[src/rtl/wnnc_pkg.sv]
// Shared types and codes for the weighted nearest-neighbour classifier core.
// No dependencies; imported by the top level and wnnc_dist.
`default_nettype none
package wnnc_pkg;

   typedef enum logic [2:0] {
      MODE_WEIGHT = 3'd0,
      MODE_TRAIN  = 3'd1,
      MODE_QUERY  = 3'd2,
      MODE_LOO    = 3'd3,
      MODE_CLEAR  = 3'd4
   } wnnc_mode_type;

   typedef enum logic [1:0] {
      CSR_THRESHOLD = 2'd0,
      CSR_FEATURES  = 2'd1,
      CSR_SAMPLES   = 2'd2
   } wnnc_csr_type;

   localparam int unsigned COUNT_BITS = 20;
   localparam logic [COUNT_BITS-1:0] COUNT_MAX = 20'hFFFFF;

   // per-feature tag that travels alongside the distance pipeline
   typedef struct packed {
      logic valid;
      logic first;
      logic last;
      logic used;
   } wnnc_tag_type;

endpackage
`default_nettype wire

[src/rtl/wnnc_dist.sv]
// Pipelined weighted squared-distance accumulator, one feature per cycle.
// Depends on wnnc_pkg; fed by the memory reads issued in the top level.
`default_nettype none
module wnnc_dist
   import wnnc_pkg::*;
#(
   parameter int unsigned VB  = 16,
   parameter int unsigned RW  = 10,
   parameter int unsigned DW  = 55
) (
   input  wire               clock,
   input  wire               reset,
   input  wnnc_tag_type      issue_tag,
   input  wire [RW-1:0]      issue_row,
   input  wire               sel_train,
   input  wire [15:0]        threshold,
   input  wire [VB-1:0]      query_data,
   input  wire [VB-1:0]      probe_data,
   input  wire [VB-1:0]      train_data,
   input  wire [VB-1:0]      weight_data,
   output wnnc_tag_type      done_tag,
   output logic [RW-1:0]     done_row,
   output logic [DW-1:0]     done_dist,
   output logic              busy
);

   wnnc_tag_type tag0_ff, taga_ff, tagb_ff, tagc_ff, tagt_ff, tagd_ff;
   logic [RW-1:0] row0_ff, rowa_ff, rowb_ff, rowc_ff, rowt_ff, rowd_ff;
   logic [VB-1:0] da_ff, wa_ff, wb_ff;
   logic [VB-1:0] da_in, wa_in;
   logic [2*VB-1:0] d2_ff, pl_ff, ph_ff;
   logic [3*VB-1:0] term_ff;
   logic [DW-1:0] acc_ff, acc_in;
   logic [VB-1:0] opnd;
   logic [31:0] w32, t32;

   always_comb begin
      opnd  = sel_train ? probe_data : query_data;
      da_in = '0;
      if (tag0_ff.used) begin
         da_in = (opnd > train_data) ? opnd - train_data : train_data - opnd;
      end
      w32   = 32'(weight_data);
      t32   = 32'(threshold);
      wa_in = (tag0_ff.used && w32 >= t32) ? weight_data : '0;
      acc_in = (tagt_ff.first ? '0 : acc_ff) + DW'(term_ff);
   end

   always_ff @(posedge clock) begin
      if (reset) begin
         tag0_ff <= '0;
         taga_ff <= '0;
         tagb_ff <= '0;
         tagc_ff <= '0;
         tagt_ff <= '0;
         tagd_ff <= '0;
      end else begin
         tag0_ff <= issue_tag;
         taga_ff <= tag0_ff;
         tagb_ff <= taga_ff;
         tagc_ff <= tagb_ff;
         tagt_ff <= tagc_ff;
         tagd_ff <= tagt_ff;
      end
      row0_ff <= issue_row;
      rowa_ff <= row0_ff;
      rowb_ff <= rowa_ff;
      rowc_ff <= rowb_ff;
      rowt_ff <= rowc_ff;
      rowd_ff <= rowt_ff;
      da_ff   <= da_in;
      wa_ff   <= wa_in;
      d2_ff   <= da_ff * da_ff;
      wb_ff   <= wa_ff;
      pl_ff   <= wb_ff * d2_ff[VB-1:0];
      ph_ff   <= wb_ff * d2_ff[2*VB-1:VB];
      term_ff <= (3*VB)'(pl_ff) + {ph_ff, {VB{1'b0}}};
      if (tagt_ff.valid) begin
         acc_ff <= acc_in;
      end
   end

   assign done_tag  = tagd_ff;
   assign done_row  = rowd_ff;
   assign done_dist = acc_ff;
   assign busy = tag0_ff.valid | taga_ff.valid | tagb_ff.valid | tagc_ff.valid
               | tagt_ff.valid | tagd_ff.valid;

endmodule
`default_nettype wire
[config.mk]
export PLATFORM = sky130hd
export DESIGN_NAME = wnnc_dist
export DESIGN_NICKNAME = d
export VERILOG_FILES = /design/src/rtl/wnnc_pkg.sv /design/src/rtl/wnnc_dist.sv
export SDC_FILE = /design/constraint.sdc
export NUM_CORES = 2
export LEC_CHECK = 0
export BUFFER_PORTS_ARGS = -buffer_cell sky130_fd_sc_hd__buf_2
export CELL_PAD_IN_SITES_DETAIL_PLACEMENT = 1
export CELL_PAD_IN_SITES_GLOBAL_PLACEMENT = 1
export CORE_UTILIZATION = 50
export DETAILED_ROUTE_END_ITERATION = 8
export PLACE_DENSITY = 0.81
export SLEW_MARGIN = 20
export SYNTH_ARGS = -nofsm -noshare
export SYNTH_HDL_FRONTEND = slang
export SYNTH_SLANG_ARGS = --single-unit
[constraint.sdc]
create_clock -name clock -period 14.5 [get_ports clock]
set_input_delay 1.45 -clock clock [delete_from_list [all_inputs] [get_ports clock]]
set_output_delay 1.45 -clock clock [all_outputs]
set_load 0.01 [all_outputs]
# [Yosys cells after proc, flatten, opt, wreduce, memory -nomap -nowiden]
# Cells that the tools add are included.
[totals] regBits=331 inputBits=97 output_inout_bits=70 elab_cells=56
[classes] addsub=4 mul=3 order_cmp=2 muxes=3 bitwise_logic=5 reduce_logical=1
[ops] operator="$mul A16 B16 Y32" count=3
[ops] operator="$add A55 B48 Y55" count=1
[ops] operator="$mux W55" count=1
[ops] operator="$add A32 B48 Y48" count=1
[ops] operator="$mux W16" count=2
[ops] operator="$sub A16 B16 Y16" count=2
[ops] operator="$ge A16 B16 Y1" count=1
[ops] operator="$gt A16 B16 Y1" count=1
[ops] operator="$or A1 B1 Y1" count=5
[ops] operator="$logic_and A1 B1 Y1" count=1

# [Longest topological paths before layout]
[logic_depth] ltp_word=5 depth_mapped=25 depth_no_buf=24

# [Worst setup path after synthesis]
# No wires, ideal clock.
[synth_timing] path_kind="register to register" startpoint="register d2_ff[17]" endpoint="register ph_ff[19]" setup_time_ps=72 arrival_time_ps=6004 path_slack_ps=8424 path_stages_with_launch=21 synth_period_minus_slack_ps=6076 path_cell_list="dfxtp_1 clkbuf_1 nand2_1 fa_1 fa_1 fa_1 fa_1 inv_1 fa_1 inv_1 fa_1 inv_1 ha_1 a21oi_1 a21boi_0 a2111oi_0 nor2_1 and2_1 o21a_1 o41ai_1 xnor2_1"
[synth_between] elab_chain_cells=1
[synth_lines] item="start, declared" line_no="wnnc_dist.sv:31" rtl="logic [2*VB-1:0] d2_ff, pl_ff, ph_ff;"
[synth_lines] item="start signal, assigned" line_no="wnnc_dist.sv:73" rtl="d2_ff <= da_ff * da_ff;"
[synth_lines] item="$mul A16 B16 Y32" line_no="wnnc_dist.sv:76" rtl="ph_ff <= wb_ff * d2_ff[2*VB-1:VB];"
[synth_lines] item="end signal, assigned" line_no="wnnc_dist.sv:76"
[synth_lines] item="end, declared" line_no="wnnc_dist.sv:31"
# Every way passes these cells.
# A chain may end at the register's enable or synchronous reset.

# [Worst setup path in the final report]
[layout_timing] startpoint="register wb_ff[7]" endpoint="register ph_ff[23]"
[layout_between] elab_chain_cells=1
[layout_lines] item="start, declared" line_no="wnnc_dist.sv:29" rtl="logic [VB-1:0] da_ff, wa_ff, wb_ff;"
[layout_lines] item="start signal, assigned" line_no="wnnc_dist.sv:74" rtl="wb_ff <= wa_ff;"
[layout_lines] item="$mul A16 B16 Y32" line_no="wnnc_dist.sv:76"
# Every way passes these cells.

==> flow_summary.ini <==
[die]
dieArea_sq_um = 76500
ios = 167
die_w_um = 277
die-height_um = 277
fp.coreArea_sq_um = 74600
start_util = 0.506
fp-row-count = 100

[synthesis]
syn_area_sq_um = 37700
yosys.cell_types.count = 78
syn_nets = 5148
synth_area_per_cell_sq_um = 9.23
synth_cells = 4084
synth-edff-count = 55
ys_seq_elements = 330
async_flop_share = 0
synth_seq_area_share = 0.190
ys_warn_count = 0
synth_flop_cell = dfxtp_1

[sta]
min_period_ns = 7.21
setup_violations = 0
slew_headroom = 0.383
post-route-period-util = 0.497
fin_skew_ns = 0.0172
drv_slew = 0
finalWorstSetupSlack_ns = 7.29
final_hold_viol_count = 0
grt_setup_unrepaired = false
fin_setup_tns_ns = 0
fmax_ghz = 0.139
tightest_slew_ns = 0.913

[worst_setup_path]
crit_path_start_kind = flop
reg2reg_depth = 22
worstPathCellList = buf_4, and2_1, fa_1, inv_1, fa_1, fa_1, fa_1, inv_1, fa_1, inv_1, fa_1, inv_1, ha_1, a21oi_1, a21boi_0, a2111oi_0, buf_4, o21ai_0, a21boi_1, o21bai_1, a211oi_1, a21oi_1
worst_ep_arrival_time_ns = 7.65
reg2reg_to = ph_ff[23]
crit_required_ns = 14.94
cp_slowest_cell = dfxtp_1
cp_max_fo = 19
crit_type = flop to flop
cpLargestDelayFamily = adder cells
timing.rr.start = wb_ff[7]
endpoint_kind = flop
reg2reg_setup_slack_ns = 7.29
critPathMaxStageDelay_ns = 0.76
crit_path_frequent_cell = fa_1
path_buf_inv = 6

[power_and_ir_drop]
ir_drop_v = 0.0000680
leakage_nw = 21.2
p_per_area_nw_per_um2 = 83.3

[routing]
first_iter_violations = 1272
vias = 27922
routedWlPerCell_um = 19.0
postRouteAntennaNets = 0
drcViolationCount = 0
drt-total-wl_um = 98200
viasPerCell = 5.40
drtPass1Iterations = 5

[clock_network]
clkSinkCount = 330
clkTransAtPathRegs_ns = 0.06
cts_root_buffer = clkbuf_16
hold_buffers = 0
h-tree-depth = 2
cts_tree = built
clockBufferDepth = 3
post_cts_resized = 0
insertion_delay_ns = 0.57
cts_buffers = 42
cts_setup_buffers = 0

[worst_hold_path]
min_from = wa_ff[9]
hold_class = flop to flop
min_to = wb_ff[9]
hold_depth = 0

[place]
place_inst = 5098
port_buffers = 166
dp_hpwl_um = 78000
place.gp.congestion = 0.891
placedInstanceArea_sq_um = 39400
pre_cts_slack_ns = 7.35

[cells_and_area]
finalInstanceArea_sq_um = 40800
final_common_cell = inv_1
drive_gt1_frac = 0.0692
instances_no_fill = 5174
diodes = 0
areaGrowthSynthToFinish_pct = 8.18
fin_nets = 5237
most-common-layout-cells = inv_1, fa_1, ha_1

[job]
cap_violations = 0

[global_routing]
antenna_found_initial = 1
grt.overflow.total = 0
first_global_vias = 31478
grt_max_degree = 57
grt.total_usage = 0.261
grt_pass1_wl_um = 161000

[run_status]
status = finished, final reports clean
sequential cells by signal, summed over array words and instances, names as in the netlist, 10 cells and up:
name / cells
done_dist: 55
term_ff: 48
ph_ff: 32
pl_ff: 32
d2_ff: 31
da_ff: 16
wa_ff: 16
wb_ff: 16
done_row: 10
row0_ff: 10
rowa_ff: 10
rowb_ff: 10
rowc_ff: 10
rowt_ff: 10
power by group:
part           internal (mW)  switching [mW]  leakage [nW]
Combinational          0.437           0.637          17.8
Sequential              1.05           0.195          2.76
Clock                  0.635           0.437         0.705
Total                   2.13            1.27          21.2
cells in the mapped netlist, drive strengths merged, types with 16 or more instances:
library cell / number / share of area
nand2: 400 / 0.040
and3: 39 / 0.0065
edfxtp: 55 / 0.044
o21ai: 91 / 0.012
nor2: 116 / 0.012
clkbuf: 135 / 0.013
inv: 796 / 0.079
nand2b: 18 / 0.0030
xor2: 45 / 0.010
o21a: 22 / 0.0044
a21oi: 166 / 0.022
nor2b: 102 / 0.017
dfxtp: 275 / 0.15
xnor2: 125 / 0.029
nor3: 26 / 0.0035
and2: 320 / 0.053
fa: 540 / 0.29
o211ai: 17 / 0.0034
mux2i: 25 / 0.0066
a21o: 82 / 0.016
o21bai: 23 / 0.0046
a211oi: 16 / 0.0032
nand4: 24 / 0.0040
ha: 427 / 0.14
nand3: 41 / 0.0054
stage by stage:
| stage | hold slack (ns) | util | total power, mW |
|---|---|---|---|
| floorplan | 0.310 | - | 1.97 |
| global placement | 0.310 | 0.528 | 2.27 |
| detailed placement | 0.313 | 0.528 | 2.33 |
| CTS | 0.325 | 0.547 | 3.42 |
| global route | 0.328 | 0.547 | 3.60 |
| finish | 0.321 | 0.547 | 3.40 |
cell type report:
type | instances | area [sq um]
Fill cell | 8575 | 33800
Clock buffer | 53 | 1170
Clock inverter | 23 | 244
Tap cell | 969 | 1210
Sequential cell | 330 | 7160
Multi-Input combinational cell | 2810 | 27000
Timing Repair Buffer | 193 | 1030
Inverter | 796 | 2990
cells by family after synthesis:
kind of cell             synth area share
AND/OR/NAND/NOR                     0.151
adder cells (fa/ha/maj)             0.428
buffers and inverters              0.0948
AO/OA/AOI/OAI                      0.0872
flip-flops                          0.190
XOR/XNOR                           0.0395
multiplexers                      0.00873
other                            0.000199
worst max path at each step:
| stage | from | end | depth (start not counted) |
|---|---|---|---|
| after floorplan | d2_ff[17] | ph_ff[19] | 20 |
| after global placement | wb_ff[7] | ph_ff[19] | 22 |
| after detailed placement | wb_ff[7] | ph_ff[23] | 22 |
| after CTS | wb_ff[7] | ph_ff[23] | 22 |
| after global routing | wb_ff[7] | ph_ff[29] | 22 |
| final | wb_ff[7] | ph_ff[23] | 22 |
layer usage:
metal	up-vias	track usage	wire, um
met5	-	0	13
li1	12969	-	-
met4	2	0.0762	2690
met3	194	0.0304	3990
met2	601	0.480	50300
met1	14156	0.319	41200
No activity file was read; power rests on OpenSTA's default activity.
