==> src/rtl/wnnc_ram.sv <==
// Generic single-write, single-read synchronous RAM with registered read data.
// No dependencies.
`default_nettype none
module wnnc_ram #(
   parameter int unsigned WIDTH = 16,
   parameter int unsigned DEPTH = 64
) (
   input  wire                                    clock,
   input  wire                                    wr_en,
   input  wire [(DEPTH > 1 ? $clog2(DEPTH) : 1)-1:0] wr_addr,
   input  wire [WIDTH-1:0]                        wr_data,
   input  wire [(DEPTH > 1 ? $clog2(DEPTH) : 1)-1:0] rd_addr,
   output logic [WIDTH-1:0]                       rd_data
);

   logic [WIDTH-1:0] mem_ff [DEPTH];

   always_ff @(posedge clock) begin
      if (wr_en) begin
         mem_ff[wr_addr] <= wr_data;
      end
      rd_data <= mem_ff[rd_addr];
   end

endmodule
`default_nettype wire

==> config.mk <==
export PLATFORM = sky130hd
export DESIGN_NAME = wnnc_ram
export DESIGN_NICKNAME = d
export VERILOG_FILES = /design/src/rtl/wnnc_ram.sv
export SDC_FILE = /design/constraint.sdc
export NUM_CORES = 1
export LEC_CHECK = 0
export BUFFER_PORTS_ARGS = -buffer_cell sky130_fd_sc_hd__buf_4
export CELL_PAD_IN_SITES_DETAIL_PLACEMENT = 2
export CELL_PAD_IN_SITES_GLOBAL_PLACEMENT = 2
export CORE_MARGIN = 4
export CORE_UTILIZATION = 40
export CTS_BUF_LIST = sky130_fd_sc_hd__clkbuf_4
export DETAILED_ROUTE_END_ITERATION = 8
export PLACE_DENSITY_LB_ADDON = 0.1
export SLEW_MARGIN = 15
export SYNTH_ARGS = -nofsm -noshare
export SYNTH_HDL_FRONTEND = slang
export SYNTH_SLANG_ARGS = --single-unit
==> constraint.sdc <==
create_clock -name clock -period 2.7 [get_ports clock]
set_input_delay 0.27 -clock clock [delete_from_list [all_inputs] [get_ports clock]]
set_output_delay 0.27 -clock clock [all_outputs]
set_load 0.02 [all_outputs]
Yosys cells after proc, flatten, opt, wreduce, memory -nomap -nowiden
Memory sizes are Yosys's and may differ from the RTL's. A register that Yosys moved wholly into a read port is not among the register bits.
Cells that the tools add are included.
Widths: inputs -> output; s select.
- register bits: 0
- RAM bits: 1024
- bits of input ports: 30
- word-level logic and storage cells: 3
- memories kept: 1
- memory list (name ; words ; bits a word ; read ports ; clocked after memory_dff ; write ports ; RTL line ; source):
    mem_ff ; 64 ; 16 ; 1 ; 1 ; 1 ; 16 ; logic [WIDTH-1:0] mem_ff [DEPTH];
- mux-type cells: 2
- operators by type and width (cell ; count):
    $mux 1 ; 2

Logic depth before layout (Yosys ltp)
Gate-level depths: netlist (run 1).
- depth in word-level cells: 2
- gate-level depth with buffers: 10
- gate-level depth less buffers: 5

Least setup slack after synthesis (run 1)
Ideal clock, no wire load.
- path kind: input -> register
- start point: input wr_addr[3] (netlist bit)
- end point: memory mem_ff[48][0], enable pin
- data arrival time: 1.896 ns
- setup slack: 0.395 ns
- stages on the path: 4
- buffers on the path: 1
- cells stage by stage: clkbuf_1 nor2b_1 nand4b_1 nor3_1
- RTL lines (item ; RTL line ; source):
    start, declared ; 10 ; input wire [(DEPTH > 1 ? $clog2(DEPTH) : 1)-1:0] wr_addr,
    end, declared ; 16 ;
Straight into the memory's write port.

==> results of run 1 <==
[stage by stage]
step | area (µm²) | hold WS (ns) | util | cells
finish | 46900 | 0.191 | 0.475 | 3763
CTS | 46900 | 0.0626 | 0.475 | 3756
floorplan | 40000 | 0.369 | - | 1829
detailed placement | 43000 | 0.714 | 0.435 | 3246
global route | 46900 | 0.109 | 0.475 | 3761
global placement | 43000 | 0.714 | 0.435 | 3246
[Yosys cell counts, types with 12 or more instances]
library cell,count,area share
nand2_1,59,0.0055
mux2i_1,85,0.021
nor2_1,72,0.0067
nand4_1,12,0.0019
a221oi_1,16,0.0035
dfxtp_1,16,0.0080
buf_2,36,0.0045
a21oi_1,17,0.0021
mux2_2,27,0.0076
a22oi_1,39,0.0073
buf_4,13,0.0024
nand3_1,24,0.0030
clkbuf_1,24,0.0022
mux4_2,220,0.12
buf_6,17,0.0048
edfxtp_1,1024,0.77
nor2b_1,30,0.0047
[cell usage in the layout (no fill, tap or decap), drive strengths merged, types with 30 or more instances in the layout]
cell	synthesis	layout
nor2b	30	30
buf	77	234
dlygate4sd3	0	32
nand2	60	60
edfxtp	1024	1024
clkbuf	27	441
nor2	74	74
mux4	224	224
a22oi	39	39
mux2i	85	85
[worst paths after layout]
check                endpoint            from  cells past startpoint
hold reg to reg    rd_data[5]   mem_ff[62][5]                      5
setup / recovery  rd_data[13]  mem_ff[21][13]                      8
setup reg to reg  rd_data[13]  mem_ff[21][13]                      8
hold / removal     rd_data[5]      rd_addr[0]                      5
[worst max-delay path, delay by kind of cell (launching register included)]
family	cells	cell delay [ns]
AOI/OAI and AO/OA	3	0.34
buffers and inverters	3	0.93
DFF	1	0.37
muxes	2	0.72
[registers in the layout, summed over array words and instances (netlist names)]
signal	count
mem_ff	1024
rd_data	16
[cell families (layout without fill, tap and decap cells)]
| logic type | after synthesis | in the layout | synth area share |
|---|---|---|---|
| buf+inv | 104 | 744 | 0.0183 |
| compound gates | 129 | 129 | 0.0241 |
| mux | 336 | 336 | 0.155 |
| other cells | 0 | 7 | 0 |
| flops | 1040 | 1040 | 0.776 |
| simple gates | 220 | 220 | 0.0265 |
[cell type report]
cell class              count  area (µm²)  area share
flip-flops and latches   1040       31100       0.662
multi-input cells         685        8250       0.176
clock buffers             441        3310      0.0705
repair buffers            266        2350      0.0500
well taps                1287        1610      0.0343
clock inverters            37         324     0.00691
diodes                      7        17.5    0.000373
[power by group]
| part | switching [mW] | total [mW] | leakage, nW | internal, mW |
|---|---|---|---|---|
| Sequential | 0.0752 | 17.9 | 9.35 | 17.9 |
| Clock | 6.55 | 14.6 | 2.19 | 8.04 |
| Combinational | 1.22 | 1.98 | 3.99 | 0.754 |
| Total | 7.84 | 34.5 | 15.5 | 26.7 |
[layer usage]
layer  vias to the layer above  part of all wire  global-route usage
li1                       8773                 -                   -
met3                       194             0.043              0.0401
met1                     11403              0.43               0.305
met2                       646              0.51               0.385
met5                         -                 0                   0
met4                         0             0.020              0.0674
==> qor.csv, run 1 <==
stage,metric,value,unit
run_status,status,"finished, final reports clean",
route,wl_per_cell,31.7,µm
global_routing,grt_max_degree,65,
synth,yosysUniqueCellTypes,43,
synth,syn_area,40000,µm²
route,first_pass_iters,5,
floorplan,io_pins,46,
clock_tree,cts_setup_buffers,0,
synth,synth_area_per_cell,21.9,µm²
worst_setup_path,path_cells,mux4_2 -> mux2i_1 -> buf_4 -> a22oi_1 -> a31oi_1 -> buf_4 -> a311oi_1 -> dlygate4sd3_1,
timing,tightest_slew,1.08,ns
worst_setup_path,crit_slowest_cell,dlygate4sd3_1,
timing,relSlewSlack,0.276,
floorplan,dieArea,105000,µm²
clock_tree,clk_pin_slew,0.08,ns
worst_setup_path,crit_type,register to register,
worst_setup_path,end_kind,register,
synth,syn_nets,1859,
global_routing,grt_pass1_vias,23724,
placed_design,port_buffers,45,
cells_and_area,nFillCells,8890,
route,vias_per_cell,5.58,
cells_and_area,drive_gt1_frac,0.382,
route,route.detailed.drc,0,
floorplan,dieWidth,324,µm
worst_setup_path,crit_required,3.76,ns
clock_tree,cts.repair.resized,0,
worst_setup_path,critPathLaunchType,register,
clock_tree,cts_tree,built,
synth,synth-seq-cells,1040,
clock_tree,cts_root_buf,clkbuf_4,
synth,ys_seq_area_frac,0.776,
global_routing,grt_overflow,0,
route,drtIter0Drc,2030,
synth,async_flop_share,0,
flow_run,drv_cap,0,
timing,hold_violations,0,
timing,finalSetupViolCount,0,
route,wirelength,119000,µm
route,ant_nets,0,
power,peakVddDrop,0.357,mV
timing,timing.final.ws_setup,0.260,ns
min_path,hold_path.class,primary input to register,
worst_setup_path,crit_top_cell,buf_4,
clock_tree,htree_num_levels,5,
power,finalPower,34.5,mW
clock_tree,cts.sink_count,1040,
placed_design,gp_congestion,0.757,
global_routing,grt_antenna_before_repair,5,
timing,slew_viol_final,0,
global_routing,grt_usage,0.228,
timing,fmax,410,MHz
synth,ys.flop_type,edfxtp_1,
route,route.vias.total,21016,
clock_tree,clk_latency,1.17,ns
clock_tree,hold_buffers,32,
power,power.density,735,nW/µm²
worst_setup_path,critPathMaxFanout,1,
timing,min_period,2.44,ns
worst_setup_path,max_stage_delay,0.57,ns
floorplan,fp.dieH,324,µm
power,leakagePower,15.5,nW
global_routing,grt_pass1_wl,173000,µm
timing,fin_skew,0.0886,ns
cells_and_area,fin_nets,2319,
floorplan,initial_core_util,0.405,
timing,rsz0062_at_grt,no,
timing,period_share,0.904,
worst_setup_path,critPathArrivalTime,3.50,ns
cells_and_area,syn_to_final_growth,17.2,%
synth,synthCells,1829,
clock_tree,numCtsBuffers,296,
synth,yosys_warnings,0,
floorplan,rows,115,
placed_design,preCtsSetupSlack,-0.0833,ns
floorplan,core_area,98900,µm²
synth,synth_edf_count,1024,
timing,fin_setup_tns,0,ns
clock_tree,cts.path.max_buffers,4,
worst_setup_path,r2r_setup_slack,0.26,ns
placed_design,hpwl,71000,µm
Note: power is estimated with default switching activity, not from simulation.
==> inputs of run 2 (changes only) <==
--- a/config.mk
+++ b/config.mk
@@ -9,7 +9,7 @@
 export CELL_PAD_IN_SITES_DETAIL_PLACEMENT = 2
 export CELL_PAD_IN_SITES_GLOBAL_PLACEMENT = 2
 export CORE_MARGIN = 4
-export CORE_UTILIZATION = 40
+export CORE_UTILIZATION = 53
 export CTS_BUF_LIST = sky130_fd_sc_hd__clkbuf_4
 export DETAILED_ROUTE_END_ITERATION = 8
 export PLACE_DENSITY_LB_ADDON = 0.1
==> qor.csv, run 2 (synthesis gave the netlist of run 1 again) <==
stage,metric,value,unit,change
route,ant_nets,0,,unchanged
timing,finalSetupViolCount,0,,unchanged
timing,min_period,2.68,ns,was 2.44 ns
route,wl_per_cell,49.9,µm,was 31.7 µm
clock_tree,cts_tree,built,,unchanged
floorplan,initial_core_util,0.536,,was 0.405
timing,relSlewSlack,0.256,,was 0.276
flow_run,drv_cap,0,,unchanged
power,peakVddDrop,0.586,mV,was 0.357 mV
power,clockPowerShare,0.446,,was 0.423
global_routing,grt_overflow,0,,unchanged
route,wirelength,172000,µm,"was 119,000 µm"
timing,period_share,0.991,,was 0.904
power,power_switching,10.6,mW,was 7.84 mW
power,power.internal,25.9,mW,was 26.7 mW
timing,fin_setup_tns,0,ns,unchanged
placed_design,gp_congestion,0.803,,was 0.757
floorplan,dieArea,80000,µm²,"was 105,000 µm²"
power,power.density,789,nW/µm²,was 735 nW/µm²
cells_and_area,final_common_cell,edfxtp_1,,unchanged
cells_and_area,reg.largest.list,"mem_ff (1024), rd_data (16)",,unchanged
power,sw_frac_of_total,0.291,,was 0.227
worst_setup_path,crit_type,register to register,,unchanged
global_routing,grt_antenna_before_repair,16,,was 5
timing,hold_violations,0,,unchanged
global_routing,grt_max_degree,65,,unchanged
clock_tree,cts.sink_count,1040,,unchanged
power,p_comb_frac,0.062,,was 0.057
worst_setup_path,critPathMaxFanout,1,,unchanged
worst_setup_path,r2r_setup_slack,0.02,ns,was 0.26 ns
placed_design,hpwl,78200,µm,"was 71,000 µm"
worst_setup_path,critPathLaunchType,register,,unchanged
clock_tree,numCtsBuffers,286,,was 296
cells_and_area,fin_nets,2307,,"was 2,319"
placed_design,port_buffers,45,,unchanged
clock_tree,clk_pin_slew,0.08,ns,about the same
cells_and_area,final_cell_mix,"1,024 x edfxtp_1, 406 x clkbuf_4, 220 x mux4_2",,"was 1,024 x edfxtp_1, 441 x clkbuf_4, 220 x mux4_2"
clock_tree,htree_num_levels,5,,unchanged
cells_and_area,syn_to_final_growth,15.5,%,was 17.2%
clock_tree,cts.path.max_buffers,4,,unchanged
power,leakagePower,15.4,nW,was 15.5 nW
floorplan,io_pins,46,,unchanged
route,drtIter0Drc,4564,,"was 2,030"
timing,fin_skew,0.143,ns,was 0.0886 ns
timing,tightest_slew,1.12,ns,was 1.08 ns
min_path,hold_path.class,primary input to register,,unchanged
placed_design,preCtsSetupSlack,-0.304,ns,was -0.0833 ns
route,route.detailed.drc,0,,unchanged
floorplan,fp.dieH,283,µm,was 324 µm
floorplan,dieWidth,283,µm,was 324 µm
route,route.vias.total,25170,,"was 21,016"
timing,rsz0062_at_grt,no,,unchanged
global_routing,grt_pass1_vias,26215,,"was 23,724"
timing,timing.final.ws_setup,0.0249,ns,was 0.260 ns
floorplan,rows,100,,was 115
route,first_pass_iters,6,,was 5
cells_and_area,final_cells,3440,,"was 3,763"
worst_setup_path,crit_required,3.64,ns,was 3.76 ns
global_routing,grt_usage,0.436,,was 0.228
cells_and_area,largest_reg_flops,1024,,unchanged
global_routing,grt_pass1_wl,234000,µm,"was 173,000 µm"
timing,fmax,374,MHz,was 410 MHz
placed_design,placed_cells,2927,,"was 3,246"
clock_tree,clk_latency,1.23,ns,was 1.17 ns
floorplan,core_area,74700,µm²,"was 98,900 µm²"
worst_setup_path,critPathArrivalTime,3.62,ns,was 3.50 ns
clock_tree,cts_root_buf,clkbuf_4,,unchanged
power,seqPwrFrac,0.492,,was 0.520
run_status,status,"finished, final reports clean",,unchanged
route,vias_per_cell,7.32,,was 5.58
cells_and_area,drive_gt1_frac,0.372,,was 0.382
timing,slew_viol_final,0,,unchanged
worst_setup_path,end_kind,register,,unchanged
cells_and_area,regMostFlops,mem_ff,,unchanged
-- run 2: stage by stage --
stage / cell area, µm² / hold WS (ns) / power, mW / util
floorplan: 40000 / 0.369 / 19.2 / -
global placement: 42500 / 0.693 / 20.1 / 0.569
detailed placement: 42500 / 0.701 / 20.3 / 0.569
CTS: 46200 / 0.0309 / 35.5 / 0.619
global route: 46200 / 0.0902 / 37.2 / 0.619
finish: 46300 / 0.174 / 36.5 / 0.619
-- run 2: layer usage --
layer  wire length, µm  part of all wire  GRT usage
met2             82000              0.48      0.702
met1             57200              0.33      0.538
met4             13200             0.077      0.273
met5                41           0.00024          0
met3             19100              0.11      0.106
-- run 2: path summary, 6_finish.rpt --
| path | end | cells past startpoint | startpoint |
|---|---|---|---|
| worst max register to register | rd_data[15] | 6 | mem_ff[10][15] |
| worst max-delay path | rd_data[15] | 6 | mem_ff[10][15] |
| worst min register to register | rd_data[14] | 4 | mem_ff[32][14] |
| worst min-delay path | rd_data[11] | 5 | rd_addr[3] |
-- run 2: cell type report --
type / count / area (µm²)
sequential: 1040 / 31100
clock buffer: 406 / 3050
timing repair buffer: 264 / 2290
fill: 5752 / 28400
tap: 969 / 1210
antenna: 11 / 27.5
clock inverter: 65 / 354
multi-input combinational: 685 / 8250
-- run 2: critical path, cell delays in order, from the launching register on --
cell	delay [ns]
edfxtp_1	0.41
mux4_2	0.49
nor2b_1	0.20
a211o_1	0.42
a31oi_1	0.62
buf_4	0.24
a311oi_1	0.07
-- run 2: timing repair --
item / 4_1_cts / 5_1_grt
hold endpoints to repair: 1186 / 0
endpoints found under the setup margin: 0 / 0
hold buffers: 31 / 0
buffers inserted: 0 / 0
gates resized for setup: 0 / 0
-- run 2: power groups by stage --
stage,clock network [mW],logic [mW],registers [mW]
after global routing,16.9,2.25,18.0
after CTS,15.4,2.13,17.9
after global placement,0,1.84,18.3
after detailed placement,0,1.97,18.3
final,16.3,2.24,18.0
after floorplan,0,0.925,18.3
==> inputs of run 3 (changes only) <==
==> constraint.sdc (replaced) <==
create_clock -name clock -period 2.7 [get_ports clock]
set_input_delay 0.135 -clock clock [delete_from_list [all_inputs] [get_ports clock]]
set_output_delay 0.135 -clock clock [all_outputs]
set_load 0.02 [all_outputs]
==> qor.csv, run 3 <==
stage,metric,value,unit,change
synth,ys_seq_area_frac,0.776,,unchanged
synth,syn_area,40000,µm²,unchanged
synth,synthCells,1829,,unchanged
synth,synth_most_common_cell,edfxtp_1,,unchanged
floorplan,fp.dieH,283,µm,unchanged
synth,yosys.area.top_type,edfxtp_1,,unchanged
floorplan,io_pins,46,,unchanged
floorplan,rows,100,,unchanged
synth,yosysUniqueCellTypes,43,,unchanged
synth,ys.flop_type,edfxtp_1,,unchanged
floorplan,dieWidth,283,µm,unchanged
run_status,lastStage,detailed placement (3_5_place_dp),,
synth,synth_commonest_cells,"1,024 x edfxtp_1, 220 x mux4_2, 85 x mux2i_1",,unchanged
floorplan,initial_core_util,0.536,,unchanged
synth,synth_area_leaders,"edfxtp_1 77%, mux4_2 12%, mux2i_1 2.1%",,unchanged
placed_design,gp_congestion,0.826,,was 0.803
run_status,toolErrorMsg,[ERROR DPL-0033] detailed placement checks failed during check placement.,,
synth,synth-seq-cells,1040,,unchanged
run_status,status,stopped before the end,,"was finished, final reports clean"
placed_design,hpwl,78800,µm,"was 78,200 µm"
synth,yosys_warnings,0,,unchanged
synth,syn_nets,1859,,unchanged
synth,synth_area_per_cell,21.9,µm²,unchanged
synth,async_flop_share,0,,unchanged
placed_design,port_buffers,45,,unchanged
synth,yosys.area.top_type_share,0.768,,unchanged
synth,synth_edf_count,1024,,unchanged
run 3: cell counts after synthesis:
Identical to the previous run, type by type.
run 3: through the flow:
step           hold WS [ns]  area (µm²)  std cells  setup slack, ns
2_1_floorplan         0.234       40000       1829            0.530
3_3_place_gp          0.569       42300       2909          -0.0279
run 3: logic make-up after synthesis:
group | after synthesis | synth area share
flip-flops | 1040 | 0.776
buffers and inverters | 104 | 0.0183
multiplexers | 336 | 0.155
AO/OA/AOI/OAI | 129 | 0.0241
AND/OR/NAND/NOR | 220 | 0.0265
==> inputs of run 4 (changes only) <==
==> config.mk (replaced) <==
export PLATFORM = sky130hd
export DESIGN_NAME = wnnc_ram
export DESIGN_NICKNAME = d
export VERILOG_FILES = /design/src/rtl/wnnc_ram.sv
export SDC_FILE = /design/constraint.sdc
export NUM_CORES = 1
export LEC_CHECK = 0
export BUFFER_PORTS_ARGS = -buffer_cell sky130_fd_sc_hd__buf_4
export CORE_MARGIN = 4
export CORE_UTILIZATION = 38
export DETAILED_ROUTE_END_ITERATION = 8
export PLACE_DENSITY_LB_ADDON = 0.15
export SLEW_MARGIN = 15
export SYNTH_ARGS = -nofsm -noshare
export SYNTH_HDL_FRONTEND = slang
export SYNTH_SLANG_ARGS = --single-unit
==> qor.csv, run 4 (synthesis gave the netlist of run 1 again) <==
stage,metric,value,unit,change
placed_design,place_area,42800,µm²,
cells_and_area,final_util,0.445,,
cells_and_area,nFillCells,8863,,
clock_tree,clk_latency,0.69,ns,
cells_and_area,regMostFlops,mem_ff,,
power,leakagePower,14.8,nW,
floorplan,core_area,104000,µm²,
floorplan,rows,118,,was 100
flow_run,drv_cap,0,,
route,routed.top_layer,met5,,
route,wl_per_cell,29.0,µm,
timing,period_share,0.866,,
worst_setup_path,max_stage_delay,0.57,ns,
timing,finalSetupViolCount,0,,
power,peakVddDrop,0.482,mV,
cells_and_area,fin_nets,2079,,
timing,tightest_slew,0.943,ns,
power,power.density,739,nW/µm²,
floorplan,fp.dieH,333,µm,was 283 µm
floorplan,initial_core_util,0.385,,was 0.536
route,vias_per_cell,5.41,,
clock_tree,cts.sink_count,1040,,
timing,relSlewSlack,0.370,,
placed_design,gp_congestion,0.781,,was 0.826
global_routing,grt_pass1_wl,146000,µm,
cells_and_area,final_cell_mix,"1,024 x edfxtp_1, 220 x mux4_2, 192 x buf_4",,
placed_design,preCtsSetupSlack,-0.346,ns,
worst_setup_path,critPathArrivalTime,2.89,ns,
floorplan,io_pins,46,,unchanged
global_routing,grt_max_degree,65,,
timing,min_period,2.34,ns,
timing,fin_skew,0.0299,ns,
route,ant_nets,0,,
route,route.vias.total,19042,,
run_status,status,"finished, final reports clean",,was stopped before the end
worst_setup_path,path_buf_inv,1,,
cells_and_area,reg.largest.list,"mem_ff (1024), rd_data (16)",,
global_routing,grt_antenna_before_repair,7,,
timing,slew_viol_final,0,,
worst_setup_path,critPathMaxFanout,1,,
clock_tree,htree_num_levels,3,,
cells_and_area,largest_reg_flops,1024,,
global_routing,grt_overflow,0,,
cells_and_area,final_common_cell,edfxtp_1,,
worst_setup_path,crit_type,register to register,,
route,wl_met3,4830,µm,
clock_tree,cts_setup_buffers,0,,
placed_design,port_buffers,45,,unchanged
placed_design,hpwl,61000,µm,"was 78,800 µm"
cells_and_area,final_cell_area,46300,µm²,
worst_setup_path,end_kind,register,,
worst_setup_path,critPathLaunchType,register,,
worst_setup_path,crit_family,compound AO/OA/AOI/OAI gates,,
route,wl_met2,51100,µm,
floorplan,dieArea,111000,µm²,
clock_tree,cts_root_buf,clkbuf_16,,
worst_setup_path,path_cells,mux4_2 -> mux2i_1 -> a22oi_1 -> a31oi_1 -> buf_4 -> a311oi_1,,
worst_setup_path,crit_slowest_cell,a31oi_1,,
clock_tree,cts_tree,built,,
min_path,hold_path.class,primary input to register,,
clock_tree,numCtsBuffers,109,,
clock_tree,cts.path.max_buffers,3,,
timing,hold_slack,0.0477,ns,
global_routing,grt_pass1_vias,19810,,
route,wl_met1,43700,µm,
floorplan,dieWidth,333,µm,was 283 µm
clock_tree,cts.repair.resized,0,,
global_routing,grt_usage,0.183,,
route,route.detailed.drc,0,,
timing,rsz0062_at_grt,no,,
route,drtIter0Drc,1659,,
timing,hold_violations,0,,
worst_setup_path,crit_required,3.26,ns,
route,wirelength,102000,µm,
cells_and_area,syn_to_final_growth,15.7,%,
timing,fmax,428,MHz,
timing,timing.final.ws_setup,0.363,ns,
cells_and_area,drive_gt1_frac,0.285,,
clock_tree,clk_pin_slew,0.06,ns,
route,first_pass_iters,5,,
## run 4: layer usage
metal | up-vias | track usage
li1 | 8130 | -
met1 | 10289 | 0.253
met2 | 491 | 0.306
met3 | 130 | 0.0283
met4 | 2 | 0.0466
met5 | - | 0
## run 4: per-stage QoR
stage,power (mW),std cells,setup TNS (ns)
2_1_floorplan,19.2,1829,0
3_3_place_gp,20.1,3316,-0.591
3_5_place_dp,20.1,3316,-0.733
4_1_cts,34.6,3517,0
5_1_grt,35.4,3517,0
6_report,34.2,3521,0
## run 4: area by class of cell
type                            instances  area [µm²]  share of cell area
Antenna cell                            4        10.0            0.000216
Multi-Input combinational cell        685        8250               0.178
Sequential cell                      1040       31100               0.671
Clock inverter                         45         450             0.00972
Clock buffer                          154        2990              0.0645
Tap cell                             1380        1730              0.0373
Timing Repair Buffer                  213        1820              0.0394
## run 4: what timing repair did
| action | CTS | global route |
|---|---|---|
| endpoints found under the hold margin | 4 | 0 |
| endpoints found under the setup margin | 0 | 0 |
| hold buffers | 2 | 0 |
## run 4: worst paths after layout
| check | startpoint | endpoint | slack, ns | cells past startpoint |
|---|---|---|---|---|
| setup / recovery | mem_ff[18][11] | rd_data[11] | 0.36 | 6 |
| hold / removal | wr_data[7] | mem_ff[54][7] | 0.05 | 1 |
| setup reg to reg | mem_ff[18][11] | rd_data[11] | 0.36 | 6 |
| hold reg to reg | mem_ff[36][14] | rd_data[14] | 0.90 | 4 |
## run 4: worst reg2reg max path, delay by kind of cell (launching register included)
kind                   cells  cell delay, ns
AOI/OAI and AO/OA          3            0.88
muxes                      2            0.78
buffers and inverters      1            0.21
DFF                        1            0.36
## run 4: power by group
part | internal, mW | switching [mW] | total, mW
combinational | 0.689 | 1.13 | 1.82
sequential | 17.9 | 0.0643 | 17.9
clock | 8.38 | 6.07 | 14.4
